$ cat config.mk
export PLATFORM = sky130hd
export DESIGN_NAME = csv_record_tokenizer
export DESIGN_NICKNAME = d
export VERILOG_FILES = /design/src/crt_pkg.sv /design/src/crt_queue.sv /design/src/crt_front.sv /design/src/crt_back.sv /design/src/csv_record_tokenizer.sv
export SDC_FILE = /design/constraint.sdc
export NUM_CORES = 1
export LEC_CHECK = 0
export BUFFER_PORTS_ARGS = -buffer_cell sky130_fd_sc_hd__buf_2
export CORE_MARGIN = 1
export CORE_UTILIZATION = 40
export DETAILED_ROUTE_END_ITERATION = 8
export PLACE_DENSITY = 0.58
export RECOVER_POWER = 50
export SLEW_MARGIN = 40
export SYNTH_ARGS = -nofsm -noshare
export SYNTH_HDL_FRONTEND = slang
export SYNTH_SLANG_ARGS = --single-unit
export TNS_END_PERCENT = 20
$ cat constraint.sdc
create_clock -name clk -period 3.97 [get_ports clk]
set_clock_uncertainty 0.1 [all_clocks]
set_input_delay 0.794 -clock clk [delete_from_list [all_inputs] [get_ports clk]]
set_output_delay 0.794 -clock clk [all_outputs]
set_load 0.01 [all_outputs]
$ cat src/crt_pkg.sv
// ----------------------------------------------------------------------------
// crt_pkg
// Shared types and constants of the CSV record tokenizer.
// ----------------------------------------------------------------------------
`timescale 1ns / 1ps
`default_nettype none

package crt_pkg;

    // Character codes
    localparam logic [7:0] CH_SPACE  = 8'h20;
    localparam logic [7:0] CH_TAB    = 8'h09;
    localparam logic [7:0] CH_NL     = 8'h0A;
    localparam logic [7:0] CH_QUOTE  = 8'h22;
    localparam logic [7:0] SEP_RESET = 8'd44;

    // Register map: one register, index taken from paddr[2]
    localparam int         ADDR_W        = 3;
    localparam logic [0:0] REG_SEPARATOR = 1'b0;

    // Depth of the queue between front and back
    localparam int QDEPTH = 4;
    localparam int QPTR_W = $clog2(QDEPTH);

    typedef enum logic [2:0] {
        KIND_DATA    = 3'd0,
        KIND_FEND    = 3'd1,
        KIND_LAST    = 3'd2,
        KIND_ERROR   = 3'd3,
        KIND_EXHAUST = 3'd4
    } kind_t;

    typedef enum logic [2:0] {
        PH_LINE    = 3'd0,
        PH_FSTART  = 3'd1,
        PH_UNQ     = 3'd2,
        PH_QUOTED  = 3'd3,
        PH_QSEEN   = 3'd4,
        PH_AFTERQ  = 3'd5,
        PH_SEPHELD = 3'd6,
        PH_DROP    = 3'd7
    } phase_t;

    typedef struct packed {
        kind_t       kind;
        logic [7:0]  field_byte;
        logic [7:0]  spaces;
        logic [15:0] lines;
    } result_t;

    // One queue entry: the results of one input word, one or two of them
    typedef struct packed {
        logic    two;
        result_t r0;
        result_t r1;
    } entry_t;

    function automatic result_t mk_result(kind_t k, logic [7:0] b, logic [7:0] sp,
                                          logic [15:0] ln);
        result_t r;
        r.kind       = k;
        r.field_byte = b;
        r.spaces     = sp;
        r.lines      = ln;
        return r;
    endfunction

endpackage

`default_nettype wire

$ cat src/crt_queue.sv
// ----------------------------------------------------------------------------
// crt_queue
// Small register queue of result entries between parser front and emitter.
// ----------------------------------------------------------------------------
`timescale 1ns / 1ps
`default_nettype none

module crt_queue (
    input  wire logic            clk,
    input  wire logic            rst_n,
    input  wire logic            push,
    input  crt_pkg::entry_t      push_entry,
    output logic                 full,
    input  wire logic            pop,
    output logic                 empty,
    output crt_pkg::entry_t      head
);
    import crt_pkg::*;

    entry_t            mem_reg [QDEPTH];
    logic [QPTR_W-1:0] wr_ptr_reg, wr_ptr_next;
    logic [QPTR_W-1:0] rd_ptr_reg, rd_ptr_next;
    logic [QPTR_W:0]   count_reg, count_next;

    assign full  = (count_reg == (QPTR_W+1)'(QDEPTH));
    assign empty = (count_reg == '0);
    assign head  = mem_reg[rd_ptr_reg];

    always_comb
    begin
        wr_ptr_next = wr_ptr_reg;
        rd_ptr_next = rd_ptr_reg;
        count_next  = count_reg;
        if (push)
        begin
            wr_ptr_next = wr_ptr_reg + 1'b1;
        end
        if (pop)
        begin
            rd_ptr_next = rd_ptr_reg + 1'b1;
        end
        if (push && !pop)
        begin
            count_next = count_reg + 1'b1;
        end
        else if (pop && !push)
        begin
            count_next = count_reg - 1'b1;
        end
    end

    always_ff @(posedge clk or negedge rst_n)
    begin
        if (!rst_n)
        begin
            wr_ptr_reg <= '0;
            rd_ptr_reg <= '0;
            count_reg  <= '0;
        end
        else
        begin
            wr_ptr_reg <= wr_ptr_next;
            rd_ptr_reg <= rd_ptr_next;
            count_reg  <= count_next;
        end
    end

    always_ff @(posedge clk)
    begin
        if (push)
        begin
            mem_reg[wr_ptr_reg] <= push_entry;
        end
    end

endmodule

`default_nettype wire

$ cat src/crt_front.sv
// ----------------------------------------------------------------------------
// crt_front
// Parser front: takes one byte per cycle while the queue is not full, updates
// the parse state and builds the entry of up to two results for that byte.
// ----------------------------------------------------------------------------
`timescale 1ns / 1ps
`default_nettype none

module crt_front #(
    parameter int MAX_PENDING_SPACES = 255
) (
    input  wire logic        clk,
    input  wire logic        rst_n,
    input  wire logic        in_valid,
    output logic             in_ready,
    input  wire logic [7:0]  text_byte,
    input  wire logic        end_of_input,
    input  wire logic [7:0]  separator_char,
    input  wire logic        q_full,
    output logic             push,
    output crt_pkg::entry_t  push_entry
);
    import crt_pkg::*;

    localparam int             PW       = $clog2(MAX_PENDING_SPACES + 1);
    localparam int             SPW      = (PW > 8) ? PW : 8;
    localparam logic [PW-1:0]  PEND_MAX = PW'(MAX_PENDING_SPACES);
    localparam logic [PW-1:0]  PEND_ONE = PW'(1);

    phase_t         phase_reg, phase_next;
    logic [PW-1:0]  pend_reg, pend_next;
    logic [15:0]    lines_reg, lines_next;

    logic           acc;
    logic           is_nl, is_blank, is_space, is_quote, is_sep;
    logic [SPW-1:0] pend_wide;
    logic [7:0]     sp8;
    logic [15:0]    lines_plus;

    // field-start and after-quote helpers
    phase_t         fs_phase;
    logic           fs_emit, fs_data;
    result_t        fs_res;
    phase_t         aq_phase;

    logic           e_v0, e_two;
    result_t        e_r0, e_r1;

    assign in_ready = !q_full;
    assign acc      = in_valid && in_ready;

    assign is_nl    = (text_byte == CH_NL);
    assign is_space = (text_byte == CH_SPACE);
    assign is_blank = is_space || (text_byte == CH_TAB);
    assign is_quote = (text_byte == CH_QUOTE);
    assign is_sep   = (text_byte == separator_char);

    assign pend_wide  = SPW'(pend_reg);
    assign sp8        = pend_wide[7:0];
    // a line is counted at its first byte; pending acts as the counted mark
    assign lines_plus = (pend_reg == '0 && lines_reg != 16'hFFFF) ?
                        lines_reg + 16'd1 : lines_reg;

    always_comb
    begin
        fs_phase = PH_UNQ;
        fs_emit  = 1'b1;
        fs_data  = 1'b0;
        fs_res   = mk_result(KIND_DATA, text_byte, 8'd0, 16'd0);
        if (is_blank)
        begin
            fs_phase = PH_FSTART;
            fs_emit  = 1'b0;
        end
        else if (is_nl)
        begin
            fs_phase = PH_LINE;
            fs_res   = mk_result(KIND_LAST, 8'd0, 8'd0, lines_reg);
        end
        else if (is_quote)
        begin
            fs_phase = PH_QUOTED;
            fs_emit  = 1'b0;
        end
        else if (is_sep)
        begin
            fs_phase = PH_FSTART;
            fs_res   = mk_result(KIND_FEND, 8'd0, 8'd0, 16'd0);
        end
        else
        begin
            fs_data = 1'b1;
        end

        if (is_nl)
        begin
            aq_phase = PH_LINE;
        end
        else if (is_blank)
        begin
            aq_phase = PH_AFTERQ;
        end
        else if (is_sep)
        begin
            aq_phase = PH_SEPHELD;
        end
        else
        begin
            aq_phase = PH_DROP;
        end
    end

    // next state
    always_comb
    begin
        phase_next = phase_reg;
        pend_next  = pend_reg;
        lines_next = lines_reg;
        if (acc)
        begin
            if (end_of_input)
            begin
                phase_next = PH_LINE;
                pend_next  = '0;
                lines_next = '0;
            end
            else
            begin
                unique case (phase_reg)
                    PH_LINE:
                    begin
                        lines_next = lines_plus;
                        if (is_nl)
                        begin
                            pend_next = '0;
                        end
                        else if (is_blank)
                        begin
                            pend_next = PEND_ONE;
                        end
                        else
                        begin
                            pend_next  = '0;
                            phase_next = fs_phase;
                        end
                    end
                    PH_FSTART, PH_SEPHELD:
                    begin
                        phase_next = fs_phase;
                        if (is_nl)
                        begin
                            pend_next  = '0;
                            lines_next = '0;
                        end
                        else if (fs_data)
                        begin
                            pend_next = '0;
                        end
                    end
                    PH_UNQ:
                    begin
                        if (is_nl)
                        begin
                            phase_next = PH_LINE;
                            pend_next  = '0;
                            lines_next = '0;
                        end
                        else if (is_sep)
                        begin
                            phase_next = PH_FSTART;
                            pend_next  = '0;
                        end
                        else if (is_space)
                        begin
                            if (pend_reg < PEND_MAX)
                            begin
                                pend_next = pend_reg + PEND_ONE;
                            end
                        end
                        else
                        begin
                            pend_next = '0;
                        end
                    end
                    PH_QUOTED:
                    begin
                        if (is_nl)
                        begin
                            phase_next = PH_LINE;
                            pend_next  = '0;
                            lines_next = '0;
                        end
                        else if (is_quote)
                        begin
                            phase_next = PH_QSEEN;
                        end
                    end
                    PH_QSEEN, PH_AFTERQ:
                    begin
                        if (phase_reg == PH_QSEEN && is_quote)
                        begin
                            phase_next = PH_QUOTED;
                        end
                        else
                        begin
                            phase_next = aq_phase;
                            if (is_nl)
                            begin
                                pend_next  = '0;
                                lines_next = '0;
                            end
                            else if (aq_phase == PH_DROP)
                            begin
                                lines_next = '0;
                            end
                        end
                    end
                    PH_DROP:
                    begin
                        if (is_nl)
                        begin
                            phase_next = PH_LINE;
                            pend_next  = '0;
                            lines_next = '0;
                        end
                    end
                    default:
                    begin
                        phase_next = PH_LINE;
                    end
                endcase
            end
        end
    end

    // results of this byte
    always_comb
    begin
        e_v0 = 1'b0;
        e_two = 1'b0;
        e_r0 = mk_result(KIND_DATA, 8'd0, 8'd0, 16'd0);
        e_r1 = mk_result(KIND_EXHAUST, 8'd0, 8'd0, 16'd0);
        if (end_of_input)
        begin
            e_v0 = 1'b1;
            unique case (phase_reg)
                PH_LINE:  e_r0 = mk_result(KIND_EXHAUST, 8'd0, 8'd0, lines_reg);
                PH_DROP:  e_r0 = mk_result(KIND_EXHAUST, 8'd0, 8'd0, 16'd0);
                PH_UNQ:
                begin
                    e_two = 1'b1;
                    e_r0  = mk_result(KIND_LAST, 8'd0, sp8, lines_reg);
                end
                default:
                begin
                    e_two = 1'b1;
                    e_r0  = mk_result(KIND_LAST, 8'd0, 8'd0, lines_reg);
                end
            endcase
        end
        else
        begin
            unique case (phase_reg)
                PH_LINE:
                begin
                    if (!is_nl && !is_blank)
                    begin
                        e_v0 = fs_emit;
                        e_r0 = fs_res;
                    end
                end
                PH_FSTART:
                begin
                    e_v0 = fs_emit;
                    e_r0 = fs_res;
                end
                PH_UNQ:
                begin
                    if (is_nl)
                    begin
                        e_v0 = 1'b1;
                        e_r0 = mk_result(KIND_LAST, 8'd0, sp8, lines_reg);
                    end
                    else if (is_sep)
                    begin
                        e_v0 = 1'b1;
                        e_r0 = mk_result(KIND_FEND, 8'd0, 8'd0, 16'd0);
                    end
                    else if (!is_space)
                    begin
                        e_v0 = 1'b1;
                        e_r0 = mk_result(KIND_DATA, text_byte, sp8, 16'd0);
                    end
                end
                PH_QUOTED:
                begin
                    if (is_nl)
                    begin
                        e_v0 = 1'b1;
                        e_r0 = mk_result(KIND_LAST, 8'd0, 8'd0, lines_reg);
                    end
                    else if (!is_quote)
                    begin
                        e_v0 = 1'b1;
                        e_r0 = mk_result(KIND_DATA, text_byte, 8'd0, 16'd0);
                    end
                end
                PH_QSEEN, PH_AFTERQ:
                begin
                    if (phase_reg == PH_QSEEN && is_quote)
                    begin
                        e_v0 = 1'b1;
                        e_r0 = mk_result(KIND_DATA, text_byte, 8'd0, 16'd0);
                    end
                    else if (is_nl)
                    begin
                        e_v0 = 1'b1;
                        e_r0 = mk_result(KIND_LAST, 8'd0, 8'd0, lines_reg);
                    end
                    else if (aq_phase == PH_DROP)
                    begin
                        e_v0 = 1'b1;
                        e_r0 = mk_result(KIND_ERROR, 8'd0, 8'd0, lines_reg);
                    end
                end
                PH_SEPHELD:
                begin
                    e_v0 = 1'b1;
                    if (is_nl)
                    begin
                        e_r0 = mk_result(KIND_LAST, 8'd0, 8'd0, lines_reg);
                    end
                    else
                    begin
                        // held field end, then whatever starts the next field
                        e_r0  = mk_result(KIND_FEND, 8'd0, 8'd0, 16'd0);
                        e_two = fs_emit;
                        e_r1  = fs_res;
                    end
                end
                PH_DROP:
                begin
                    e_v0 = 1'b0;
                end
                default:
                begin
                    e_v0 = 1'b0;
                end
            endcase
        end
    end

    assign push           = acc && e_v0;
    assign push_entry.two = e_two;
    assign push_entry.r0  = e_r0;
    assign push_entry.r1  = e_r1;

    always_ff @(posedge clk or negedge rst_n)
    begin
        if (!rst_n)
        begin
            phase_reg <= PH_LINE;
            pend_reg  <= '0;
            lines_reg <= '0;
        end
        else
        begin
            phase_reg <= phase_next;
            pend_reg  <= pend_next;
            lines_reg <= lines_next;
        end
    end

endmodule

`default_nettype wire

$ cat src/crt_back.sv
// ----------------------------------------------------------------------------
// crt_back
// Emitter: unpacks queue entries into single result words and holds them
// in the output register until taken.
// ----------------------------------------------------------------------------
`timescale 1ns / 1ps
`default_nettype none

module crt_back (
    input  wire logic        clk,
    input  wire logic        rst_n,
    input  wire logic        q_empty,
    input  crt_pkg::entry_t  head,
    output logic             pop,
    output logic             out_valid,
    input  wire logic        out_ready,
    output crt_pkg::result_t out_result,
    output logic             out_last
);
    import crt_pkg::*;

    logic    valid_reg, valid_next;
    logic    half_reg, half_next;
    result_t res_reg;
    logic    last_reg;

    logic    take;
    logic    cur_last;
    result_t cur;

    assign cur      = half_reg ? head.r1 : head.r0;
    assign cur_last = half_reg || !head.two;
    assign take     = (!valid_reg || out_ready) && !q_empty;
    assign pop      = take && cur_last;

    always_comb
    begin
        valid_next = valid_reg;
        half_next  = half_reg;
        if (take)
        begin
            valid_next = 1'b1;
            half_next  = !cur_last;
        end
        else if (out_ready)
        begin
            valid_next = 1'b0;
        end
    end

    always_ff @(posedge clk or negedge rst_n)
    begin
        if (!rst_n)
        begin
            valid_reg <= 1'b0;
            half_reg  <= 1'b0;
        end
        else
        begin
            valid_reg <= valid_next;
            half_reg  <= half_next;
        end
    end

    always_ff @(posedge clk)
    begin
        if (take)
        begin
            res_reg  <= cur;
            last_reg <= cur_last;
        end
    end

    assign out_valid  = valid_reg;
    assign out_result = res_reg;
    assign out_last   = last_reg;

endmodule

`default_nettype wire

$ cat src/csv_record_tokenizer.sv
// Path: a byte's results are written into the queue, then into the output register.
// Throughput: one byte per cycle in while the queue has room; one result word per
//   cycle out while the receiver is ready. A byte with two results leaves as two
//   words, absorbed by the 4-entry queue. Input side stalls only when that queue is full.
// Reset (rst_n low, async): line-start state, counters cleared, queue and
//   output register empty, separator back to comma.
// ----------------------------------------------------------------------------
// csv_record_tokenizer
// Streaming CSV tokenizer with quoted fields, blank-line skipping and
// trailing-space counting; APB register for the separator byte.
// ----------------------------------------------------------------------------
`timescale 1ns / 1ps
`default_nettype none

module csv_record_tokenizer #(
    parameter int MAX_PENDING_SPACES = 255
) (
    input  wire logic                       clk,
    input  wire logic                       rst_n,
    // input stream
    input  wire logic                       s_axis_tvalid,
    output logic                            s_axis_tready,
    input  wire logic [7:0]                 s_axis_tdata,   // [7:0] text_byte
    input  wire logic                       s_axis_tuser,   // [0] end_of_input
    // result stream
    output logic                            m_axis_tvalid,
    input  wire logic                       m_axis_tready,
    output logic [31:0]                     m_axis_tdata,   // [7:0] field_byte,
                                                            // [15:8] spaces_before,
                                                            // [31:16] lines_used
    output logic [2:0]                      m_axis_tuser,   // [2:0] kind
    output logic                            m_axis_tlast,   // last_of_run
    // register port
    input  wire logic                       psel,
    input  wire logic                       penable,
    input  wire logic                       pwrite,
    input  wire logic [crt_pkg::ADDR_W-1:0] paddr,
    input  wire logic [31:0]                pwdata,
    output logic [31:0]                     prdata,
    output logic                            pready
);
    import crt_pkg::*;

    logic [7:0] sep_reg, sep_next;
    logic       cfg_wr;

    logic       q_full, q_empty, q_push, q_pop;
    entry_t     q_in, q_head;
    result_t    res;

    // ---- register port: single separator register, zero wait states ----
    assign pready = 1'b1;
    assign cfg_wr = psel && penable && pwrite && pready;

    always_comb
    begin
        sep_next = sep_reg;
        if (cfg_wr && paddr[2] == REG_SEPARATOR)
        begin
            sep_next = pwdata[7:0];
        end
    end

    always_comb
    begin
        prdata = 32'd0;
        if (paddr[2] == REG_SEPARATOR)
        begin
            prdata = {24'd0, sep_reg};
        end
    end

    always_ff @(posedge clk or negedge rst_n)
    begin
        if (!rst_n)
        begin
            sep_reg <= SEP_RESET;
        end
        else
        begin
            sep_reg <= sep_next;
        end
    end

    // ---- front: parse state machine, one byte per cycle while the queue has room ----
    crt_front #(
        .MAX_PENDING_SPACES(MAX_PENDING_SPACES)
    ) u_front (
        .clk           (clk),
        .rst_n         (rst_n),
        .in_valid      (s_axis_tvalid),
        .in_ready      (s_axis_tready),
        .text_byte     (s_axis_tdata),
        .end_of_input  (s_axis_tuser),
        .separator_char(sep_reg),
        .q_full        (q_full),
        .push          (q_push),
        .push_entry    (q_in)
    );

    // ---- queue decouples the parser from output backpressure ----
    crt_queue u_queue (
        .clk       (clk),
        .rst_n     (rst_n),
        .push      (q_push),
        .push_entry(q_in),
        .full      (q_full),
        .pop       (q_pop),
        .empty     (q_empty),
        .head      (q_head)
    );

    // ---- back: one result word per cycle into the output register when it is free or taken ----
    crt_back u_back (
        .clk       (clk),
        .rst_n     (rst_n),
        .q_empty   (q_empty),
        .head      (q_head),
        .pop       (q_pop),
        .out_valid (m_axis_tvalid),
        .out_ready (m_axis_tready),
        .out_result(res),
        .out_last  (m_axis_tlast)
    );

    assign m_axis_tdata = {res.lines, res.spaces, res.field_byte};
    assign m_axis_tuser = res.kind;

endmodule

`default_nettype wire

### After elaboration in Yosys (flattened, before gate mapping)

Memories as Yosys holds them, arrays and structs flattened.
Cells that the tools add are included.

| cells by class | value |
|---|---|
| bitwise gates (word level) | 1 |
| reductions and logical operators | 37 |
| add/sub/neg operators | 6 |
| equality and inequality tests | 26 |
| $lt $le $gt $ge | 1 |
| muxes and demuxes | 84 |

Operators by type and width:

| cell | number |
|---|---|
| $mux W35 | 14 |
| $pmux W35 S6 | 1 |
| $pmux W35 S3 | 1 |
| $mux W16 | 6 |
| $mux W8 | 11 |
| $mux W34 | 2 |
| $mux W32 | 2 |
| $mux W3 | 16 |
| $pmux W16 S3 | 1 |
| $pmux W8 S5 | 1 |
| $mux W33 | 1 |
| $mux W1 | 25 |
| $eq A3 B3 Y1 const B | 6 |
| $pmux W3 S6 | 1 |
| $add A16 B1 Y16 const B | 1 |
| $eq A8 B4 Y1 const B | 2 |
| $eq A8 B6 Y1 const B | 2 |
| $ne A16 B16 Y1 const B | 1 |
| $ne A4 B2 Y1 const B | 4 |
| $logic_and A1 B1 Y1 | 12 |
| $logic_not A1 Y1 | 9 |
| $ne A3 B3 Y1 const B | 3 |
| $add A8 B1 Y8 const B | 1 |
| $eq A8 B8 Y1 | 1 |
| other kinds (21) | 31 |

| storage, ports and cells | value |
|---|---|
| input port bits | 51 |
| register bits | 80 |
| memories | 1 |
| memory bits (writable) | 284 |
| output and inout bits | 71 |
| word-level logic and storage cells | 170 |

Memories:

| memory | depth | width | rd ports | clocked after memory_dff | write ports | RTL line | text |
|---|---|---|---|---|---|---|---|
| u_queue.mem_reg | 4 | 71 | 1 | 0 | 1 | crt_queue.sv:20 | `entry_t mem_reg [QDEPTH];` |

### Depth between registers and ports, before layout

Gate-level depths: netlist of run 1.

| logic depth | value |
|---|---|
| depth in word-level cells | 15 |
| depth in mapped cells | 13 |
| depth with buffers taken out | 11 |

### Modules after synthesis

From an unflattened synthesis of run 1, not the netlist that was laid out.

| unflattened totals | value |
|---|---|
| cell total of the unflattened synthesis | 918 |
| area, all modules | 15890.2 µm² |

Modules (own cells, without submodules):

| module | area an instance (µm²) | instances | cells an instance | sequential area each (µm²) |
|---|---|---|---|---|
| crt_queue | 10712.8 | 1 | 405 | 8703.3 |
| crt_front | 2844.0 | 1 | 376 | 675.6 |
| crt_back | 1750.4 | 1 | 85 | 1131.1 |
| csv_record_tokenizer | 583.1 | 1 | 52 | 203.9 |

### Worst setup path before layout of run 1

OpenSTA, ideal clock, no wires.

| path | value |
|---|---|
| path kind | in2reg |
| start | in s_axis_tdata[2] |
| end | mem u_queue.mem_reg[0][0] (netlist bit) (enable) |
| data arrival time | 3.963 ns |
| library setup time | 0.428 ns |
| data required time | 3.442 ns |
| path buffers | 1 |
| path slack | -0.521 ns |
| stages on the path | 7 |
| cell sequence | or4_1 clkbuf_2 or3b_4 o21ai_0 o211ai_1 a31oi_4 and2_1 |

| between the ends | value |
|---|---|
| word-level cells in the longest chain between the ends | 13 |
| elaborated cells on any way between the ends | 29 |
| those cells by class | eq/ne: 6; mux: 17; reduce/logical: 6 |

Ends and longest elaborated chain:

| item | RTL line | text |
|---|---|---|
| from (decl) | csv_record_tokenizer.sv:23 | `input wire logic [7:0] s_axis_tdata,` |
| $eq A8 B8 Y1, or another cell as far along | crt_front.sv:56 | `assign is_sep = (text_byte == separator_char);` |
| $mux W1 or $logic_or A1 B1 Y1 (tied branches) | crt_front.sv:103, crt_front.sv:54 |  |
| $mux W3 | crt_front.sv:99 | `else if (is_blank)` |
| $mux W3 | crt_front.sv:95 | `if (is_nl)` |
| $eq A3 B3 Y1 | crt_front.sv:320 | `else if (aq_phase == PH_DROP)` |
| $mux W1 | crt_front.sv:320 |  |
| $mux W1 | crt_front.sv:315 | `else if (is_nl)` |
| $mux W1 | crt_front.sv:310 | `if (phase_reg == PH_QSEEN && is_quote)` |
| $pmux W1 S7 * | crt_front.sv:263 | `unique case (phase_reg)` |
| $mux W1 * | crt_front.sv:243 | `if (end_of_input)` |
| $logic_and A1 B1 Y1 * | crt_front.sv:353 | `assign push = acc && e_v0;` |
| net q_push | csv_record_tokenizer.sv:47 | `logic q_full, q_empty, q_push, q_pop;` |
| $mux W1 * | crt_queue.sv:70 | `if (push)` |
| $mux W1 (not written as such) * | crt_queue.sv:72 | `mem_reg[wr_ptr_reg] <= push_entry;` |
| to (decl) | crt_queue.sv:20 |  |

The timed path passes the listed nets; every way through them passes the cells marked *.

==> results of run 1 <==
[final cells by class]
type                    instances  share of cell area [%]
flip-flops and latches        332                   58.37
multi-input cells             566                   27.66
clock buffers                  44                   5.825
well taps                     461                   3.451
repair buffers                 99                   3.242
clock inverters                21                   1.198
inverters                      11                  0.2471
[final timing paths]
kind / start / to / depth (start not counted)
max: s_axis_tdata[2] / u_queue.mem_reg[1][36] / 8
min: m_axis_tready / u_back.out_valid / 2
max reg2reg: u_queue.rd_ptr_reg[0] / u_back.out_result[34] / 3
min reg2reg: u_queue.count_reg[2] / u_queue.count_reg[2] / 1
max in group asynchronous: rst_n / u_queue.wr_ptr_reg[1] / 2
min in group asynchronous: rst_n / u_back.out_valid / 1
[metal layers]
layer / GRT usage, % / vias to the layer above / part of all wire, %
li1: - / 3692 / -
met1: 21.51 / 3969 / 45
met2: 26.36 / 201 / 49
met3: 2.673 / 48 / 4.2
met4: 4.452 / 0 / 2.2
met5: 0 / - / 0
[kinds of logic after synthesis]
group | Yosys count | synth area share (%)
compound gates | 127 | 6.893
xor+xnor | 14 | 0.8455
fa+ha+maj | 9 | 0.8283
buf+inv | 87 | 3.270
flops | 332 | 67.25
mux | 101 | 12.75
other cells | 2 | 0.05178
simple gates | 222 | 8.110
[power by group through the flow]
stage	logic, mW	registers, mW	clock network (mW)
CTS	3.50	5.16	3.39
finish	3.31	5.16	3.30
global route	3.64	5.25	3.53
global placement	3.48	5.20	0
floorplan	2.39	5.23	0
detailed placement	3.48	5.23	0
[stage by stage]
step,setup slack [ns],utilization [%]
6_report,0.4558,46.87
5_1_grt,0.2930,46.87
4_1_cts,0.7206,47.17
3_5_place_dp,0.1713,43.88
3_3_place_gp,0.2032,43.87
2_1_floorplan,-0.5209,-
[layout by cell type (no fill, tap or decap), types with 5 or more instances in the layout]
master	count
sky130_fd_sc_hd__a21oi_1	23
sky130_fd_sc_hd__a31oi_1	11
sky130_fd_sc_hd__and2_0	15
sky130_fd_sc_hd__and3_1	9
sky130_fd_sc_hd__buf_12	5
sky130_fd_sc_hd__buf_2	24
sky130_fd_sc_hd__buf_4	13
sky130_fd_sc_hd__clkbuf_1	60
sky130_fd_sc_hd__clkbuf_16	38
sky130_fd_sc_hd__clkinv_2	8
sky130_fd_sc_hd__conb_1	93
sky130_fd_sc_hd__dfrtp_1	39
sky130_fd_sc_hd__edfxtp_1	288
sky130_fd_sc_hd__ha_1	8
sky130_fd_sc_hd__inv_1	11
sky130_fd_sc_hd__mux2_1	7
sky130_fd_sc_hd__mux2_2	30
sky130_fd_sc_hd__mux4_2	63
sky130_fd_sc_hd__nand2_1	52
sky130_fd_sc_hd__nand2b_1	14
sky130_fd_sc_hd__nand3_1	16
sky130_fd_sc_hd__nand4_1	5
sky130_fd_sc_hd__nor2_1	47
sky130_fd_sc_hd__nor2b_1	21
sky130_fd_sc_hd__nor3_1	9
sky130_fd_sc_hd__o21ai_0	19
sky130_fd_sc_hd__o31ai_1	25
sky130_fd_sc_hd__o31ai_4	6
sky130_fd_sc_hd__xnor2_1	11
[worst max-delay path, cell delays in order]
cell and delay, ns:
sky130_fd_sc_hd__buf_2 0.10, sky130_fd_sc_hd__or4_1 0.56, sky130_fd_sc_hd__or3b_1 0.52, sky130_fd_sc_hd__clkbuf_1 0.25, sky130_fd_sc_hd__o211ai_4 0.27, sky130_fd_sc_hd__o21ai_0 0.14, sky130_fd_sc_hd__a21oi_2 0.68, sky130_fd_sc_hd__nor2_1 0.27
==> flow_summary.html, run 1 <==
<table>
<tr><th>Metric</th><th>Value</th></tr>
<tr><th colspan="2">STA</th></tr>
<tr><td>Slew at the pin closest to its max-slew limit</td><td>2.539 ns</td></tr>
<tr><td>RSZ-0062 raised after global routing</td><td>no</td></tr>
<tr><td>Final hold violation count</td><td>0</td></tr>
<tr><td>Setup TNS after final layout</td><td>0 ns</td></tr>
<tr><td>Worst max-slew margin expressed relative to the limit</td><td>-69.30%</td></tr>
<tr><td>Worst Hold Slack</td><td>0.3894 ns</td></tr>
<tr><td>Maximum clock frequency</td><td>284.6 MHz</td></tr>
<tr><td>Setup violations, final</td><td>0</td></tr>
<tr><td>Min Tclk post-route</td><td>3.514 ns</td></tr>
<tr><td>Final worst path period share</td><td>88.52%</td></tr>
<tr><td>Total count of max-transition violations in the final report</td><td>71</td></tr>
<tr><th colspan="2">Logic synthesis</th></tr>
<tr><td>Post-Synthesis Mean Instance Area</td><td>16.22 sq um</td></tr>
<tr><td>Unique cell type count in the Yosys netlist</td><td>76</td></tr>
<tr><td>Register area share after synthesis</td><td>67.25%</td></tr>
<tr><td>Synth top area share</td><td>59.63%</td></tr>
<tr><td>Library cell with the largest summed area after synthesis</td><td>sky130_fd_sc_hd__edfxtp_1</td></tr>
<tr><td>Count of state elements after synthesis</td><td>332</td></tr>
<tr><td>Cell types with the highest counts after synthesis</td><td>sky130_fd_sc_hd__edfxtp_1 (288), sky130_fd_sc_hd__mux4_2 (63), sky130_fd_sc_hd__nand2_1 (52)</td></tr>
<tr><td>Number of warnings printed during yosys synthesis</td><td>0</td></tr>
<tr><td>Gate count after technology mapping</td><td>894</td></tr>
<tr><td>EDFF count, synth</td><td>288</td></tr>
<tr><td>Most area-consuming cells after synthesis</td><td>sky130_fd_sc_hd__edfxtp_1 (60%), sky130_fd_sc_hd__mux4_2 (9.8%), sky130_fd_sc_hd__dfrtp_1 (7.1%)</td></tr>
<tr><td>Count leader, synth</td><td>sky130_fd_sc_hd__edfxtp_1</td></tr>
<tr><td>Share of synthesized registers carrying an async set or reset</td><td>13.25%</td></tr>
<tr><td>Syn Std Cell Area</td><td>0.01450 sq mm</td></tr>
<tr><td>Main synth FF type</td><td>sky130_fd_sc_hd__edfxtp_1</td></tr>
<tr><th colspan="2">Pwr</th></tr>
<tr><td>Switching share of power</td><td>29.86%</td></tr>
<tr><td>Internal Power</td><td>8.254 mW</td></tr>
<tr><td>Total power</td><td>11.77 mW</td></tr>
<tr><td>Sequential Power Share</td><td>43.8%</td></tr>
<tr><td>Clock network fraction of total power</td><td>28.0%</td></tr>
<tr><td>Share of total power in combinational logic</td><td>28.1%</td></tr>
<tr><td>Maximum VDD drop</td><td>0.0003119 V</td></tr>
<tr><td>Power density cells</td><td>704.2 mW/mm^2</td></tr>
<tr><td>Static leakage</td><td>5.783 nW</td></tr>
<tr><td>Net Sw Power</td><td>3.514 mW</td></tr>
<tr><th colspan="2">Clock network</th></tr>
<tr><td>Number of clock buffers inserted by TritonCTS</td><td>37</td></tr>
<tr><td>Clock latency at the later pin of the worst-skew pair</td><td>0.51 ns</td></tr>
<tr><td>Hold-fix buffers, CTS</td><td>0</td></tr>
<tr><td>Setup fix buffers added after clock tree synthesis</td><td>0</td></tr>
<tr><td>Clock tree from TritonCTS</td><td>yes</td></tr>
<tr><td>Post-cts repair resize count</td><td>0</td></tr>
<tr><td>Largest buffer count on any clock path</td><td>3</td></tr>
<tr><td>Cell at the root of the clock tree</td><td>sky130_fd_sc_hd__clkbuf_16</td></tr>
<tr><td>Clock sinks</td><td>332</td></tr>
<tr><td>Clock slew at the register clock pins of the worst setup and hold paths</td><td>0.06 ns</td></tr>
<tr><td>Deepest level of the CTS H-tree</td><td>2</td></tr>
<tr><th colspan="2">Placed design</th></tr>
<tr><td>Detailed Place HPWL</td><td>17030 um</td></tr>
<tr><td>Post-place instance area</td><td>0.01565 sq mm</td></tr>
<tr><td>Number of cells in the design after placement</td><td>1469</td></tr>
<tr><td>Port Buf Inserts</td><td>70</td></tr>
<tr><td>Global placer's final weighted congestion</td><td>0.8611</td></tr>
<tr><th colspan="2">Run status</th></tr>
<tr><td>Run status</td><td>finished with violations</td></tr>
<tr><td>Failing checks</td><td>DRC, capacitance limit, slew limit</td></tr>
<tr><th colspan="2">Layout</th></tr>
<tr><td>Max reg flops</td><td>252</td></tr>
<tr><td>Fraction of final layout cells with drive strength greater than 1</td><td>20.78%</td></tr>
<tr><td>Total non-filler cell area in the finished layout</td><td>0.01671 sq mm</td></tr>
<tr><td>Area Overhead vs Synth</td><td>15.24%</td></tr>
<tr><td>Post-route non-filler standard cell count</td><td>1534</td></tr>
<tr><td>Reg area</td><td>0.009756 sq mm</td></tr>
<tr><td>Area of the multi-input gates</td><td>0.004623 sq mm</td></tr>
<tr><td>FILL cells</td><td>3151</td></tr>
<tr><td>Antenna diode instance count</td><td>0</td></tr>
<tr><td>Net count of the finished layout</td><td>1107</td></tr>
<tr><th colspan="2">Die</th></tr>
<tr><td>I/O pins</td><td>122</td></tr>
<tr><td>Area inside the core boundary</td><td>0.03566 sq mm</td></tr>
<tr><td>Die ar.</td><td>0.03702 sq mm</td></tr>
<tr><td>Die Height</td><td>192.4 um</td></tr>
<tr><td>Effective utilization at floorplan</td><td>40.67%</td></tr>
<tr><td>Die width</td><td>192.4 um</td></tr>
<tr><td>Cell Rows</td><td>69</td></tr>
<tr><th colspan="2">Routing</th></tr>
<tr><td>Total number of vias</td><td>7910</td></tr>
<tr><td>1st-iter DRT viols</td><td>714</td></tr>
<tr><td>Average detailed-routed wire length per instance</td><td>18.60 um</td></tr>
<tr><td>DRC Markers</td><td>7</td></tr>
<tr><td>Wire length reported by the detailed router</td><td>28530 um</td></tr>
<tr><td>Iteration count of the initial detailed-routing pass</td><td>7</td></tr>
<tr><td>Antenna Violating Nets Remaining</td><td>0</td></tr>
<tr><td>Post-DR vias/cell</td><td>5.156</td></tr>
<tr><th colspan="2">Global routing</th></tr>
<tr><td>Largest net degree at the start of global routing</td><td>64</td></tr>
<tr><td>Final global-route overflow total</td><td>0</td></tr>
<tr><td>Initial antenna violation count</td><td>0</td></tr>
<tr><td>First-pass GRT wire length</td><td>45070 um</td></tr>
<tr><td>GR Util All Layers</td><td>15.88%</td></tr>
<tr><td>Number of global-route vias before repair</td><td>8114</td></tr>
<tr><th colspan="2">Setup path</th></tr>
<tr><td>Worst setup slack for register-to-register paths</td><td>0.70 ns</td></tr>
<tr><td>Element type at the critical path end</td><td>register</td></tr>
<tr><td>CP required</td><td>4.06 ns</td></tr>
<tr><td>Startpoint type of the worst setup path</td><td>primary input</td></tr>
<tr><td>Arr. time, crit path</td><td>3.60 ns</td></tr>
<tr><td>Critical path class</td><td>in2reg</td></tr>
<tr><td>Maximum fanout along the worst path</td><td>17</td></tr>
<tr><th colspan="2">Hold path</th></tr>
<tr><td>Hold Crit Class</td><td>in2reg</td></tr>
<tr><th colspan="2">Job</th></tr>
<tr><td>Max_cap viols</td><td>2</td></tr>
</table>
Power figures use the tool's default switching activity.
==> run 2: changes to the inputs <==
--- a/config.mk
+++ b/config.mk
@@ -9,7 +9,7 @@
 export CORE_MARGIN = 1
 export CORE_UTILIZATION = 40
 export DETAILED_ROUTE_END_ITERATION = 8
-export PLACE_DENSITY = 0.58
+export PLACE_DENSITY = 0.56
 export RECOVER_POWER = 50
 export SLEW_MARGIN = 40
 export SYNTH_ARGS = -nofsm -noshare
==> constraint.sdc (replaced) <==
create_clock -name clk -period 3.6 [get_ports clk]
set_clock_uncertainty 0.1 [all_clocks]
set_input_delay 0.72 -clock clk [delete_from_list [all_inputs] [get_ports clk]]
set_output_delay 0.72 -clock clk [all_outputs]
set_load 0.01 [all_outputs]
==> flow_summary.html, run 2 (synthesis gave the netlist of run 1 again) <==
<table>
<tr><th>Metric</th><th>Value</th></tr>
<tr><th colspan="2">Run status</th></tr>
<tr><td>Run status</td><td>finished with violations</td></tr>
<tr><td>Failing checks</td><td>DRC, capacitance limit, slew limit</td></tr>
<tr><th colspan="2">STA</th></tr>
<tr><td>Final worst path period share</td><td>88.59%</td></tr>
<tr><td>Maximum clock frequency</td><td>313.5 MHz</td></tr>
<tr><td>Slew at the pin closest to its max-slew limit</td><td>2.053 ns (-0.4862 ns)</td></tr>
<tr><td>Setup violations, final</td><td>0 (unchanged)</td></tr>
<tr><td>RSZ-0062 raised after global routing</td><td>no</td></tr>
<tr><td>Min setup slack post-route</td><td>0.4107 ns (-0.04514 ns)</td></tr>
<tr><td>Final hold violation count</td><td>0 (unchanged)</td></tr>
<tr><td>Min Tclk post-route</td><td>3.189 ns</td></tr>
<tr><td>Worst max-slew margin expressed relative to the limit</td><td>-36.88% (+32 points)</td></tr>
<tr><td>Total count of max-transition violations in the final report</td><td>35 (-51%)</td></tr>
<tr><th colspan="2">Hold path</th></tr>
<tr><td>Hold Crit Class</td><td>in2reg</td></tr>
<tr><td>Sink of the worst hold path</td><td>u_back.out_valid</td></tr>
<tr><td>Startpoint of the worst hold path</td><td>m_axis_tready</td></tr>
<tr><td>Hold depth</td><td>2 (unchanged)</td></tr>
<tr><th colspan="2">Job</th></tr>
<tr><td>Max_cap viols</td><td>1 (-1)</td></tr>
<tr><th colspan="2">Die</th></tr>
<tr><td>Die Height</td><td>192.4 um (unchanged)</td></tr>
<tr><td>Die width</td><td>192.4 um (unchanged)</td></tr>
<tr><td>Die ar.</td><td>0.03702 sq mm (unchanged)</td></tr>
<tr><td>Area inside the core boundary</td><td>0.03566 sq mm (unchanged)</td></tr>
<tr><td>I/O pins</td><td>122 (unchanged)</td></tr>
<tr><td>Effective utilization at floorplan</td><td>40.67% (unchanged)</td></tr>
<tr><td>Cell Rows</td><td>69 (unchanged)</td></tr>
<tr><th colspan="2">Layout</th></tr>
<tr><td>Max reg flops</td><td>252 (unchanged)</td></tr>
<tr><td>Area Overhead vs Synth</td><td>16.89%</td></tr>
<tr><td>Reg area</td><td>0.009758 sq mm (about the same)</td></tr>
<tr><td>Share of the core filled with cells in the final layout</td><td>47.55% (+0.67 points)</td></tr>
<tr><td>Area of the multi-input gates</td><td>0.004596 sq mm (-0.60%)</td></tr>
<tr><td>Antenna diode instance count</td><td>0 (unchanged)</td></tr>
<tr><td>Fraction of final layout cells with drive strength greater than 1</td><td>21.66% (+0.87 points)</td></tr>
<tr><td>FILL cells</td><td>3135 (-0.51%)</td></tr>
<tr><td>Commonest non-fill, non-tap cell in the layout</td><td>sky130_fd_sc_hd__edfxtp_1</td></tr>
<tr><td>Most frequent cells in the layout</td><td>sky130_fd_sc_hd__edfxtp_1 (288), sky130_fd_sc_hd__conb_1 (93), sky130_fd_sc_hd__clkbuf_1 (70)</td></tr>
<tr><td>Net count of the finished layout</td><td>1131 (+2.2%)</td></tr>
<tr><th colspan="2">Global routing</th></tr>
<tr><td>Initial antenna violation count</td><td>0 (unchanged)</td></tr>
<tr><td>Number of global-route vias before repair</td><td>8075 (-0.48%)</td></tr>
<tr><td>Final global-route overflow total</td><td>0 (unchanged)</td></tr>
<tr><td>Largest net degree at the start of global routing</td><td>65 (+1.6%)</td></tr>
<tr><td>GR Util All Layers</td><td>15.94% (+0.062 points)</td></tr>
<tr><td>First-pass GRT wire length</td><td>45260 um (+0.41%)</td></tr>
<tr><th colspan="2">Clock network</th></tr>
<tr><td>Clock sinks</td><td>332 (unchanged)</td></tr>
<tr><td>Cell at the root of the clock tree</td><td>sky130_fd_sc_hd__clkbuf_16</td></tr>
<tr><td>Clock slew at the register clock pins of the worst setup and hold paths</td><td>0.06 ns (about the same)</td></tr>
<tr><td>Hold-fix buffers, CTS</td><td>0 (unchanged)</td></tr>
<tr><td>Setup fix buffers added after clock tree synthesis</td><td>0 (unchanged)</td></tr>
<tr><td>Clock latency at the later pin of the worst-skew pair</td><td>0.51 ns (about the same)</td></tr>
<tr><td>Clock tree from TritonCTS</td><td>yes</td></tr>
<tr><td>Post-cts repair resize count</td><td>0 (unchanged)</td></tr>
<tr><td>Deepest level of the CTS H-tree</td><td>2 (unchanged)</td></tr>
<tr><td>Number of clock buffers inserted by TritonCTS</td><td>37 (unchanged)</td></tr>
<tr><td>Largest buffer count on any clock path</td><td>3 (unchanged)</td></tr>
<tr><th colspan="2">Setup path</th></tr>
<tr><td>Reg-to-reg critical path endpoint</td><td>u_queue.mem_reg[0][12]</td></tr>
<tr><td>Delay-heaviest family, CP</td><td>simple AND/OR/NAND/NOR gates</td></tr>
<tr><td>Maximum fanout along the worst path</td><td>3 (-14)</td></tr>
<tr><td>Origin of the critical flop-to-flop path</td><td>u_front.phase_reg[1]</td></tr>
<tr><td>Register-to-Register Path Depth</td><td>7 (+4)</td></tr>
<tr><td>Worst setup slack for register-to-register paths</td><td>0.69 ns (about the same)</td></tr>
<tr><td>Startpoint type of the worst setup path</td><td>primary input</td></tr>
<tr><td>Worst path max stage delay</td><td>0.61 ns (-0.07 ns)</td></tr>
<tr><td>Critical path class</td><td>in2reg</td></tr>
<tr><td>Element type at the critical path end</td><td>register</td></tr>
<tr><td>Arr. time, crit path</td><td>3.48 ns (-0.12 ns)</td></tr>
<tr><td>Master of the slowest instance on the critical path</td><td>sky130_fd_sc_hd__or4_1</td></tr>
<tr><td>CP bufs+invs</td><td>3 (+1)</td></tr>
<tr><td>CP required</td><td>3.89 ns (-0.17 ns)</td></tr>
<tr><td>Critical-path cell list</td><td>buf_2 &gt; or4_1 &gt; or3b_1 &gt; clkbuf_4 &gt; a211oi_1 &gt; a31oi_4 &gt; ha_1 &gt; inv_1 &gt; fa_1 &gt; mux2_2</td></tr>
<tr><th colspan="2">Routing</th></tr>
<tr><td>1st-iter DRT viols</td><td>577 (-19%)</td></tr>
<tr><td>Wire length reported by the detailed router</td><td>28390 um (-0.47%)</td></tr>
<tr><td>Post-DR vias/cell</td><td>5.122 (-0.66%)</td></tr>
<tr><td>Iteration count of the initial detailed-routing pass</td><td>7 (unchanged)</td></tr>
<tr><td>DRC Markers</td><td>1 (-6)</td></tr>
<tr><td>Antenna Violating Nets Remaining</td><td>0 (unchanged)</td></tr>
<tr><td>Total number of vias</td><td>7991 (+1.0%)</td></tr>
<tr><td>Average detailed-routed wire length per instance</td><td>18.20 um (-2.1%)</td></tr>
<tr><th colspan="2">Pwr</th></tr>
<tr><td>Static leakage</td><td>5.920 nW (+2.4%)</td></tr>
<tr><td>Maximum VDD drop</td><td>0.0004703 V (+51%)</td></tr>
<tr><td>Power density cells</td><td>768.5 mW/mm^2 (+9.1%)</td></tr>
<tr><td>Total power</td><td>13.03 mW (+11%)</td></tr>
<tr><th colspan="2">Placed design</th></tr>
<tr><td>Global placer's final weighted congestion</td><td>0.8637 (+0.30%)</td></tr>
<tr><td>Port Buf Inserts</td><td>70 (unchanged)</td></tr>
<tr><td>Pre-CTS WS</td><td>-0.02835 ns (-0.1997 ns)</td></tr>
<tr><td>Detailed Place HPWL</td><td>17390 um (+2.1%)</td></tr>
</table>
-- run 2: worst max path at each step --
stage / start / end / cells past startpoint
global route: s_axis_tdata[5] / u_front.pend_reg[1] / 9
CTS: s_axis_tdata[2] / u_queue.count_reg[2] / 12
detailed placement: s_axis_tdata[2] / u_queue.count_reg[2] / 12
global placement: s_axis_tdata[2] / u_queue.count_reg[1] / 10
finish: s_axis_tdata[2] / u_queue.count_reg[1] / 10
floorplan: s_axis_tdata[2] / u_queue.mem_reg[0][0] / 7
-- run 2: where the power goes --
group / internal (mW) / switching (mW)
Combinational: 1.72 / 2.10
Sequential: 5.35 / 0.280
Clock: 2.15 / 1.42
-- run 2: worst register-to-register path: cells and delay by family, from the launching register on --
kind | cells | cell delay, ns
compound gates | 3 | 0.56
simple gates | 2 | 0.83
flops | 1 | 0.57
buf+inv | 2 | 0.53
-- run 2: through the flow --
step                      setup TNS [ns]  cells  hold slack, ns  instance area (sq um)
after floorplan                   -34.22    985          0.3244                  14850
after global placement         -0.001577   1493          0.3748                  15930
after detailed placement        -0.05168   1493          0.3799                  15940
after CTS                              0   1560         0.08660                  17100
after global routing                   0   1560          0.3264                  16950
final                                  0   1560          0.3166                  16950
-- run 2: metal layers --
layer | wire length (um) | vias up | GRT usage (%)
li1 | - | 3732 | -
met1 | 12720 | 4023 | 21.75
met2 | 13980 | 189 | 26.47
met3 | 1118 | 47 | 2.455
met4 | 579 | 0 | 4.422
met5 | 0 | - | 0
-- run 2: final cells by class --
| class | count | share of cell area, % |
|---|---|---|
| Clock buffer | 56 | 6.185 |
| Clock inverter | 11 | 0.6569 |
| Inverter | 11 | 0.2436 |
| Multi-Input combinational cell | 566 | 27.11 |
| Sequential cell | 332 | 57.56 |
| Tap cell | 461 | 3.402 |
| Timing Repair Buffer | 123 | 4.842 |
==> run 3: changes to the inputs <==
==> constraint.sdc (replaced) <==
create_clock -name clk -period 3.2 [get_ports clk]
set_clock_uncertainty 0.1 [all_clocks]
set_input_delay 0.64 -clock clk [delete_from_list [all_inputs] [get_ports clk]]
set_output_delay 0.64 -clock clk [all_outputs]
set_load 0.01 [all_outputs]
==> flow_summary.html, run 3 (synthesis gave the netlist of run 1 again) <==
<table>
<tr><th>Metric</th><th>Value</th></tr>
<tr><th colspan="2">Layout</th></tr>
<tr><td>FILL cells</td><td>3093 (-1.3%)</td></tr>
<tr><td>Fraction of final layout cells with drive strength greater than 1</td><td>23.81% (+2.2 points)</td></tr>
<tr><td>Commonest non-fill, non-tap cell in the layout</td><td>sky130_fd_sc_hd__edfxtp_1</td></tr>
<tr><td>Antenna diode instance count</td><td>0 (unchanged)</td></tr>
<tr><td>Area Overhead vs Synth</td><td>18.31%</td></tr>
<tr><td>Most frequent cells in the layout</td><td>sky130_fd_sc_hd__edfxtp_1 (288), sky130_fd_sc_hd__conb_1 (93), sky130_fd_sc_hd__clkbuf_1 (68)</td></tr>
<tr><td>Max reg flops</td><td>252 (unchanged)</td></tr>
<tr><td>Net count of the finished layout</td><td>1148 (+1.5%)</td></tr>
<tr><td>Share of the core filled with cells in the final layout</td><td>48.12% (+0.58 points)</td></tr>
<tr><th colspan="2">Hold path</th></tr>
<tr><td>Hold Crit Class</td><td>in2reg</td></tr>
<tr><th colspan="2">Global routing</th></tr>
<tr><td>Number of global-route vias before repair</td><td>8026 (-0.61%)</td></tr>
<tr><td>GR Util All Layers</td><td>15.61% (-0.33 points)</td></tr>
<tr><td>Met1 Resource Use GR</td><td>21.47% (-0.28 points)</td></tr>
<tr><td>Final global-route overflow total</td><td>0 (unchanged)</td></tr>
<tr><td>Initial antenna violation count</td><td>0 (unchanged)</td></tr>
<tr><td>Met3 demand-to-capacity share in global routing</td><td>2.564% (+0.11 points)</td></tr>
<tr><td>Largest net degree at the start of global routing</td><td>65 (unchanged)</td></tr>
<tr><td>GRT busiest layer</td><td>met2</td></tr>
<tr><td>Grt met2 use</td><td>25.77% (-0.69 points)</td></tr>
<tr><td>First-pass GRT wire length</td><td>44500 um (-1.7%)</td></tr>
<tr><th colspan="2">STA</th></tr>
<tr><td>RSZ-0062 raised after global routing</td><td>no</td></tr>
<tr><td>Maximum clock frequency</td><td>342.8 MHz</td></tr>
<tr><td>Worst max-slew margin expressed relative to the limit</td><td>5.122% (+42 points)</td></tr>
<tr><td>Setup TNS after final layout</td><td>0 ns (unchanged)</td></tr>
<tr><td>Min setup slack post-route</td><td>0.2829 ns (-0.1277 ns)</td></tr>
<tr><td>Min Tclk post-route</td><td>2.917 ns</td></tr>
<tr><td>Setup violations, final</td><td>0 (unchanged)</td></tr>
<tr><td>Final worst path period share</td><td>91.16%</td></tr>
<tr><td>Total count of max-transition violations in the final report</td><td>0 (-100%)</td></tr>
<tr><td>Worst Hold Slack</td><td>0.2479 ns (-0.06870 ns)</td></tr>
<tr><td>Slew at the pin closest to its max-slew limit</td><td>1.423 ns (-0.6301 ns)</td></tr>
<tr><td>Final hold violation count</td><td>0 (unchanged)</td></tr>
<tr><th colspan="2">Clock network</th></tr>
<tr><td>Deepest level of the CTS H-tree</td><td>2 (unchanged)</td></tr>
<tr><td>Hold-fix buffers, CTS</td><td>1 (+1)</td></tr>
<tr><td>Clock tree from TritonCTS</td><td>yes</td></tr>
<tr><td>Clock latency at the later pin of the worst-skew pair</td><td>0.51 ns (about the same)</td></tr>
<tr><td>Clock sinks</td><td>332 (unchanged)</td></tr>
<tr><td>Largest buffer count on any clock path</td><td>3 (unchanged)</td></tr>
<tr><td>Number of clock buffers inserted by TritonCTS</td><td>37 (unchanged)</td></tr>
<tr><td>Clock slew at the register clock pins of the worst setup and hold paths</td><td>0.05 ns (about the same)</td></tr>
<tr><td>Setup fix buffers added after clock tree synthesis</td><td>0 (unchanged)</td></tr>
<tr><td>Cell at the root of the clock tree</td><td>sky130_fd_sc_hd__clkbuf_16</td></tr>
<tr><td>Post-cts repair resize count</td><td>0 (unchanged)</td></tr>
<tr><th colspan="2">Die</th></tr>
<tr><td>Effective utilization at floorplan</td><td>40.67% (unchanged)</td></tr>
<tr><td>I/O pins</td><td>122 (unchanged)</td></tr>
<tr><td>Die ar.</td><td>0.03702 sq mm (unchanged)</td></tr>
<tr><td>Die Height</td><td>192.4 um (unchanged)</td></tr>
<tr><td>Area inside the core boundary</td><td>0.03566 sq mm (unchanged)</td></tr>
<tr><td>Cell Rows</td><td>69 (unchanged)</td></tr>
<tr><td>Die width</td><td>192.4 um (unchanged)</td></tr>
<tr><th colspan="2">Setup path</th></tr>
<tr><td>Arr. time, crit path</td><td>3.23 ns (-0.25 ns)</td></tr>
<tr><td>Element type at the critical path end</td><td>register</td></tr>
<tr><td>CP bufs+invs</td><td>2 (-1)</td></tr>
<tr><td>Master of the slowest instance on the critical path</td><td>sky130_fd_sc_hd__or4_4</td></tr>
<tr><td>CP required</td><td>3.52 ns (-0.37 ns)</td></tr>
<tr><td>Maximum fanout along the worst path</td><td>3 (unchanged)</td></tr>
<tr><td>Startpoint type of the worst setup path</td><td>primary input</td></tr>
<tr><td>Worst path max stage delay</td><td>0.55 ns (-0.06 ns)</td></tr>
<tr><td>Delay-heaviest family, CP</td><td>simple AND/OR/NAND/NOR gates</td></tr>
<tr><td>Cell repeated most along the worst path</td><td>sky130_fd_sc_hd__xor2_1</td></tr>
<tr><td>Critical-path cell list</td><td>buf_2 &gt; or4_4 &gt; or3b_4 &gt; o21ai_1 &gt; o211ai_1 &gt; a31oi_4 &gt; ha_4 &gt; inv_2 &gt; fa_2 &gt; xor2_1 &gt; nor2_1 &gt; xor2_1</td></tr>
<tr><td>Critical path class</td><td>in2reg</td></tr>
<tr><th colspan="2">Pwr</th></tr>
<tr><td>Total power</td><td>14.80 mW (+14%)</td></tr>
<tr><td>Sequential Power Share</td><td>42.7% (-0.5 points)</td></tr>
<tr><td>Net Sw Power</td><td>4.344 mW (+14%)</td></tr>
<tr><td>Clock network fraction of total power</td><td>27.1% (-0.4 points)</td></tr>
<tr><td>Switching share of power</td><td>29.36% (+0.15 points)</td></tr>
<tr><td>Share of total power in combinational logic</td><td>30.2% (+0.9 points)</td></tr>
<tr><td>Power density cells</td><td>862.4 mW/mm^2 (+12%)</td></tr>
<tr><td>Maximum VDD drop</td><td>0.0007193 V (+53%)</td></tr>
<tr><td>Internal Power</td><td>10.45 mW (+13%)</td></tr>
<tr><td>Static leakage</td><td>5.991 nW (+1.2%)</td></tr>
<tr><th colspan="2">Routing</th></tr>
<tr><td>Wire length reported by the detailed router</td><td>28290 um (-0.37%)</td></tr>
<tr><td>Average detailed-routed wire length per instance</td><td>17.97 um (-1.3%)</td></tr>
<tr><td>Total number of vias</td><td>7973 (-0.23%)</td></tr>
<tr><td>Iteration count of the initial detailed-routing pass</td><td>7 (unchanged)</td></tr>
<tr><td>DRC Markers</td><td>6 (+5)</td></tr>
<tr><td>Antenna Violating Nets Remaining</td><td>0 (unchanged)</td></tr>
<tr><td>1st-iter DRT viols</td><td>677 (+17%)</td></tr>
<tr><td>Post-DR vias/cell</td><td>5.065 (-1.1%)</td></tr>
<tr><th colspan="2">Placed design</th></tr>
<tr><td>Global placer's final weighted congestion</td><td>0.8591 (-0.53%)</td></tr>
<tr><td>Pre-CTS WS</td><td>-0.2179 ns (-0.1895 ns)</td></tr>
<tr><td>Port Buf Inserts</td><td>70 (unchanged)</td></tr>
<tr><td>Detailed Place HPWL</td><td>17770 um (+2.2%)</td></tr>
<tr><th colspan="2">Run status</th></tr>
<tr><td>Failing checks</td><td>DRC</td></tr>
<tr><td>Run status</td><td>finished with violations</td></tr>
<tr><th colspan="2">Job</th></tr>
<tr><td>Max_cap viols</td><td>0 (-1)</td></tr>
</table>
run 3: worst reg2reg max path: cells and delay by family, from the launching register on:
family	cells	cell delay, ns
buffers and inverters	1	1.07
flip-flops	1	0.41
multiplexers	2	1.01
run 3: power groups by stage:
stage / clock, mW / sequential (mW) / combinational [mW]
final: 4.01 / 6.31 / 4.48
after floorplan: 0 / 6.45 / 3.01
after CTS: 4.13 / 6.32 / 4.72
after global placement: 0 / 6.37 / 4.69
after detailed placement: 0 / 6.40 / 4.70
after global routing: 4.27 / 6.41 / 4.94
run 3: final timing paths:
check / start / to / slack (ns) / depth (start not counted)
worst max-delay path: s_axis_tdata[2] / u_queue.count_reg[2] / 0.28 / 12
worst min-delay path: m_axis_tready / u_back.out_valid / 0.25 / 2
worst max register to register: u_queue.rd_ptr_reg[0] / u_back.out_result[25] / 0.36 / 3
worst min register to register: u_queue.count_reg[2] / u_queue.count_reg[2] / 0.39 / 1
max in group asynchronous: rst_n / u_front.lines_reg[0] / 0.75 / 3
min in group asynchronous: rst_n / u_front.pend_reg[5] / 0.75 / 2
run 3: area by class of cell:
class                      instances  area (sq um)  area share [%]
multi-input combinational        566          4658           27.15
clock inverter                    18         161.4          0.9407
timing repair buffer             140         959.7           5.593
inverter                          11         41.29          0.2406
sequential                       332          9759           56.88
tap                              461         576.8           3.362
clock buffer                      46          1001           5.834
run 3: per-stage QoR:
step | cell area (sq um) | std cells
detailed placement | 16130 | 1509
floorplan | 14890 | 985
finish | 17160 | 1574
global placement | 16120 | 1509
global route | 17160 | 1574
CTS | 17300 | 1574
run 3: metal layers:
| layer | part of all wire (%) | routed length [um] |
|---|---|---|
| met1 | 45 | 12850 |
| met2 | 49 | 13820 |
| met3 | 4.0 | 1133 |
| met4 | 1.7 | 487 |
| met5 | 0 | 0 |
